**src/design/ppip_pkg.sv**
```systemverilog
// ppip_pkg: shared constants, types and the quarter-wave sine table for the
// posed point-in-polygon block. No dependencies.
`default_nettype none
package ppip_pkg;

  localparam int SINE_TABLE_ENTRIES = 1024;
  localparam int QUARTER = SINE_TABLE_ENTRIES / 4;
  localparam int IDX_W = $clog2(SINE_TABLE_ENTRIES);
  localparam int QIDX_W = $clog2(QUARTER);
  localparam int ANGLE_TURN = 5760;
  // floor(a * N / 5760) as (a * IDX_MUL) >> IDX_SHIFT, exact for any 13-bit angle
  localparam int IDX_SHIFT = 26;
  localparam int IDX_PROD_W = 40;
  localparam longint IDX_MUL =
    ((longint'(SINE_TABLE_ENTRIES) << IDX_SHIFT) + longint'(ANGLE_TURN) - 1)
    / longint'(ANGLE_TURN);
  localparam longint unsigned HALF_PI_Q30 = 64'd1686629713;

  // Taylor divisors (n-1)*n, n = 3..15, as reciprocals: floor(t/d) = (t*m) >> 41
  // for any dividend below 2^33
  localparam int TAYLOR_SH = 41;
  localparam longint unsigned TAYLOR_M3  = ((64'd1 << TAYLOR_SH) + 64'd5) / 64'd6;
  localparam longint unsigned TAYLOR_M5  = ((64'd1 << TAYLOR_SH) + 64'd19) / 64'd20;
  localparam longint unsigned TAYLOR_M7  = ((64'd1 << TAYLOR_SH) + 64'd41) / 64'd42;
  localparam longint unsigned TAYLOR_M9  = ((64'd1 << TAYLOR_SH) + 64'd71) / 64'd72;
  localparam longint unsigned TAYLOR_M11 = ((64'd1 << TAYLOR_SH) + 64'd109) / 64'd110;
  localparam longint unsigned TAYLOR_M13 = ((64'd1 << TAYLOR_SH) + 64'd155) / 64'd156;
  localparam longint unsigned TAYLOR_M15 = ((64'd1 << TAYLOR_SH) + 64'd209) / 64'd210;

  localparam int MUL_W = 34;

  // register indexes
  localparam logic [2:0] REG_POSE_X     = 3'd0;
  localparam logic [2:0] REG_POSE_Y     = 3'd1;
  localparam logic [2:0] REG_POSE_ANGLE = 3'd2;
  localparam logic [2:0] REG_POSE_SCALE = 3'd3;
  localparam logic [2:0] REG_QUERY_X    = 3'd4;
  localparam logic [2:0] REG_QUERY_Y    = 3'd5;

  typedef enum logic [2:0] {
    ST_IDLE,
    ST_XFORM,
    ST_EDGE,
    ST_CLOSE,
    ST_EMIT
  } state_t;

  typedef logic signed [15:0] qtab_t [0:QUARTER];

  function automatic longint unsigned taylor_recip(input int n);
    begin
      case (n)
        3:       taylor_recip = TAYLOR_M3;
        5:       taylor_recip = TAYLOR_M5;
        7:       taylor_recip = TAYLOR_M7;
        9:       taylor_recip = TAYLOR_M9;
        11:      taylor_recip = TAYLOR_M11;
        13:      taylor_recip = TAYLOR_M13;
        default: taylor_recip = TAYLOR_M15;
      endcase
    end
  endfunction

  // sin(pi/2 * r / N) in Q2.14, Taylor series in Q30
  function automatic logic signed [15:0] sin_quarter(input longint unsigned r);
    longint unsigned x, x2, term, sum;
    logic [127:0]    w;
    begin
      x = r * HALF_PI_Q30 / SINE_TABLE_ENTRIES;
      x2 = (x * x) >> 30;
      term = x;
      sum = x;
      for (int n = 3; n <= 15; n += 2) begin
        w = 128'((term * x2) >> 30) * 128'(taylor_recip(n));
        term = 64'(w >> TAYLOR_SH);
        if (((n >> 1) & 1) != 0) sum = sum - term;
        else sum = sum + term;
      end
      sin_quarter = 16'((sum + 64'd32768) >> 16);
    end
  endfunction

  function automatic qtab_t make_qtab();
    qtab_t t;
    begin
      for (int k = 0; k <= QUARTER; k++) t[k] = sin_quarter(longint'(4 * k));
      make_qtab = t;
    end
  endfunction

  localparam qtab_t QTAB = make_qtab();

endpackage
`default_nettype wire

```
**src/design/ppip_mul.sv**
```systemverilog
// ppip_mul: shared signed multiplier with a registered product.
// Depends on ppip_pkg.
`default_nettype none
module ppip_mul (
  input  wire logic                                clk,
  input  wire logic signed [ppip_pkg::MUL_W-1:0]   a,
  input  wire logic signed [ppip_pkg::MUL_W-1:0]   b,
  output logic signed [2*ppip_pkg::MUL_W-1:0]      p
);
  import ppip_pkg::*;

  always_ff @(posedge clk) begin
    p <= a * b;
  end

endmodule
`default_nettype wire

```
**config.mk**
```make
export PLATFORM = sky130hd
export DESIGN_NAME = ppip_mul
export DESIGN_NICKNAME = d
export VERILOG_FILES = /design/src/design/ppip_pkg.sv /design/src/design/ppip_mul.sv
export SDC_FILE = /design/constraint.sdc
export NUM_CORES = 2
export LEC_CHECK = 0
export ABC_AREA = 1
export BUFFER_PORTS_ARGS = -buffer_cell sky130_fd_sc_hd__clkbuf_2
export CORE_MARGIN = 3
export CORE_UTILIZATION = 58
export CTS_CLUSTER_DIAMETER = 200
export CTS_CLUSTER_SIZE = 12
export DETAILED_ROUTE_END_ITERATION = 12
export PLACE_DENSITY = 0.75
export SLEW_MARGIN = 20
export SYNTH_ARGS = -nofsm -noshare
export SYNTH_HDL_FRONTEND = slang
export SYNTH_SLANG_ARGS = --single-unit
```
**constraint.sdc**
```tcl
create_clock -name clk -period 10.1 [get_ports clk]
set_input_delay 1.01 -clock clk [delete_from_list [all_inputs] [get_ports clk]]
set_output_delay 1.01 -clock clk [all_outputs]
set_load 0.005 [all_outputs]
```
; Yosys cells after proc, flatten, opt, wreduce, memory -nomap -nowiden
; Index checks and enable logic that the tools add are counted.
[word_totals]
register_bits = 68
input_bits = 69
out_inout_bits = 68
[op_classes]
mul = 1
[op_table]
columns = op, n
row1 = multiplier 34 x 34 -> 68 bit, 1

; Longest topological paths before layout
[logic_depth]
word_depth = 1
mapped_depth = 35
depth_no_buf = 33

; Worst setup path before layout
; OpenSTA, ideal clock, no wires.
[synth_path]
path_type = input -> register
from = input port a[33] (netlist bit)
to = register p[66] (netlist bit)
setup_time_ps = 112
t_arrival_ps = 7721
t_required_ps = 9988
path_slack_ps = 2267
path_stages = 24
n_path_buf = 2
cell_sequence = clkbuf_1 > clkbuf_1 > nand2_1 > inv_1 > fa_1 > fa_1 > fa_1 > fa_1 > inv_1 > fa_1 > fa_1 > inv_1 > fa_1 > fa_1 > ha_1 > nand2_1 > nor2_1 > inv_1 > nor2_2 > nand2_1 > nor3_1 > nand2_2 > nand3_1 > nand2_1
[synth_via]
elab_chain_len = 1
[synth_lines]
columns = element, line
row1 = start: declaration, ppip_mul.sv:6  ; input wire logic signed [ppip_pkg::MUL_W-1:0] a,
row2 = multiplier 34 x 34 -> 68 bit, ppip_mul.sv:13  ; p <= a * b;
row3 = end signal: assignment, ppip_mul.sv:13
row4 = end: declaration, ppip_mul.sv:8  ; output logic signed [2*ppip_pkg::MUL_W-1:0] p
; No other way between the ends.

; Worst setup path in the final report
[layout_path]
from = input port b[10] (netlist bit)
to = register p[64] (netlist bit)
[layout_via]
elab_chain_len = 1
[layout_lines]
columns = element, line
row1 = start: declaration, ppip_mul.sv:7  ; input wire logic signed [ppip_pkg::MUL_W-1:0] b,
row2 = multiplier 34 x 34 -> 68 bit, ppip_mul.sv:13
; No other way between the ends.

==> reports/qor.txt <==
H-tree depth: 3
Clock Pin Slew Worst Setup and Hold Paths: 70 ps
CTS tree: built
most common cell after layout, fill and taps aside: inv_1
number of synthesized flops with an enable pin: 0
max reg flops: 68
DIE WIDTH: 288 microns
Setup-failing EPs final: 0
Initial DRC Count: 2419
Root Driver: clkbuf_16
register with the most flip-flops: p
total of max-cap violations: 0
global route overflow: 0
area leader, netlist: fa_1
maximum net fanout on the critical path: 34
vias: 35500
Post-Synthesis Cells: 5972
Area after DPL: 47400 sq um
Synth area leaders: fa_1 (54%), inv_1 (17%), nand2_1 (13%), ha_1 (5.5%), dfxtp_1 (2.9%)
CP endpoint kind: register
Crit path top cell by count: fa_1
total CTS buffers: 9
die height: 288 microns
FF+latch count, synth: 68
Avg Inst Size Synth: 7.74 sq um
final hold vios: 0
drt wl/cell: 17.7 microns
Slew Limit Fails: 0
Synth top area share: 53.7%
final setup TNS: 0 ps
Initial Util: 59.1%
Top Registers: p: 68 flops
final wirelength: 122000 microns
synth unique cells: 32
Clock Tree Buf Depth: 2
Max Freq: 0.118 GHz
Least-Margin Pin Slew: 1120 ps
first-pass GRT wire length: 205000 microns
crit path max-delay cell type: fa_1
fillers: 6919
worst hold slack: 1230 ps
Core Rows: 102
design area: 47700 sq um
antenna viol nets, final: 0
Slowest Stage Delay on Critical Path: 930 ps
initial antenna violation count: 7
period utilisation layout: 84.0%
vias in the first global route: 39700
async set-reset flop share out of synthesis: 0%
relative slew slack: 25.3%
final RePlAce weighted congestion: 1.02
Resized Gates After CTS: 0
core footprint: 78200 sq um
Crit path arrival time: 8730 ps
Main synth FF type: dfxtp_1
drt drc: 0
Ports: 137
pin count of the biggest net entering global routing: 35
Worst EP required: 10350 ps
Startpoint Class: input port
status: completed
area delta synth->final: 3.28%
die area: 83100 sq um
kind of critical path: in -> reg
RSZ-0062 raised after global routing: false
CP Cell Sequence: clkbuf_2, nand2_1, fa_1, fa_1, inv_1, fa_1, inv_1, fa_1, fa_1, inv_1, fa_1, fa_1, fa_1, ha_1, a21oi_1, o21ai_0, a21oi_1, nand2_1, a21oi_1, nand2_1, nand2_1, nand2_1
hold-fix buffers at CTS: 0
synthesized cell area: 46200 sq um
syn_nets: 7486
CTS Sinks: 68
HPWL after DPL: 104000 microns
Min-Delay Path Class: in -> reg
min Tclk post-route: 8480 ps
Net count, final: 7388
Seq/Total Area, Yosys: 2.95%
synth warn: 0
layout cells sized above 1: 4.05%
GRT Util Overall: 31.6%
Vias/cell: 5.13
I/O Buffers: 136
DR pass1 iterations: 6
most frequent cells in the layout: inv_1 (2115), nand2_1 (1661), fa_1 (1241)
setup bufs post-CTS: 0
## metal layers
| layer | share of wire (%) | global-route usage (%) | wire length, microns |
|---|---|---|---|
| met5 | 0.023 | 0 | 28 |
| met1 | 37 | 39.3 | 45800 |
| met4 | 4.5 | 12.7 | 5460 |
| met3 | 7.1 | 3.98 | 8680 |
| met2 | 51 | 56.1 | 62500 |
## critical path, delay by kind of cell
| kind | cells | cell delay (ps) |
|---|---|---|
| AOI/OAI and AO/OA | 4 | 880 |
| adders and majority gates | 9 | 5280 |
| buffers and inverters | 4 | 990 |
| and+or+nand+nor | 5 | 530 |
## stage by stage
stage / cells / utilization (%) / setup slack, ps
3_5_place_dp: 6903 / 60.6 / 1320
6_report: 6924 / 61.0 / 1620
5_1_grt: 6924 / 61.0 / 1170
2_1_floorplan: 5972 / - / 2270
3_3_place_gp: 6903 / 60.6 / 1500
4_1_cts: 6919 / 61.0 / 1670
## final cells by class
cell class / count / area, sq um / area share (%)
antenna: 5 / 12.5 / 0.0262
clock buffer: 10 / 229 / 0.480
clock inverter: 6 / 113 / 0.236
inverter: 2119 / 7950 / 16.7
multi-input combinational: 3514 / 35900 / 75.2
sequential: 68 / 1360 / 2.85
tap: 1040 / 1300 / 2.73
timing repair buffer: 162 / 876 / 1.83
## cell families (layout without fill, tap and decap cells)
family | count (synthesis) | in the layout | synth area share, %
xor gates and xnor gates | 35 | 35 | 0.663
other | 0 | 5 | 0
and+or+nand+nor | 1939 | 1939 | 16.6
DFF | 68 | 68 | 2.95
adders and majority gates | 1445 | 1445 | 59.3
AOI/OAI and AO/OA | 95 | 95 | 1.13
buffers and inverters | 2390 | 2297 | 19.4
## path summary, 6_finish.rpt
check | from | endpoint | slack (ps) | cells past startpoint
setup / recovery | b[10] | p[64] | 1620 | 22
hold / removal | b[0] | p[0] | 1230 | 4
## synth_stat cells, types with 4 or more instances
master	instances
nand2_2	20
a21oi_2	4
nand2_1	1661
xor2_1	33
fa_1	1241
clkbuf_1	269
nand3_2	7
o21ai_0	18
dfxtp_1	68
nand4_1	19
nor2_2	9
nand3_1	70
a21oi_1	59
nor3_2	5
o21bai_1	11
nor3_1	15
nor2_1	115
or2_2	8
inv_1	2116
ha_1	204
Power is not shown: default switching activity piles up to over one toggle a cycle in this logic, so the estimate is an artifact.
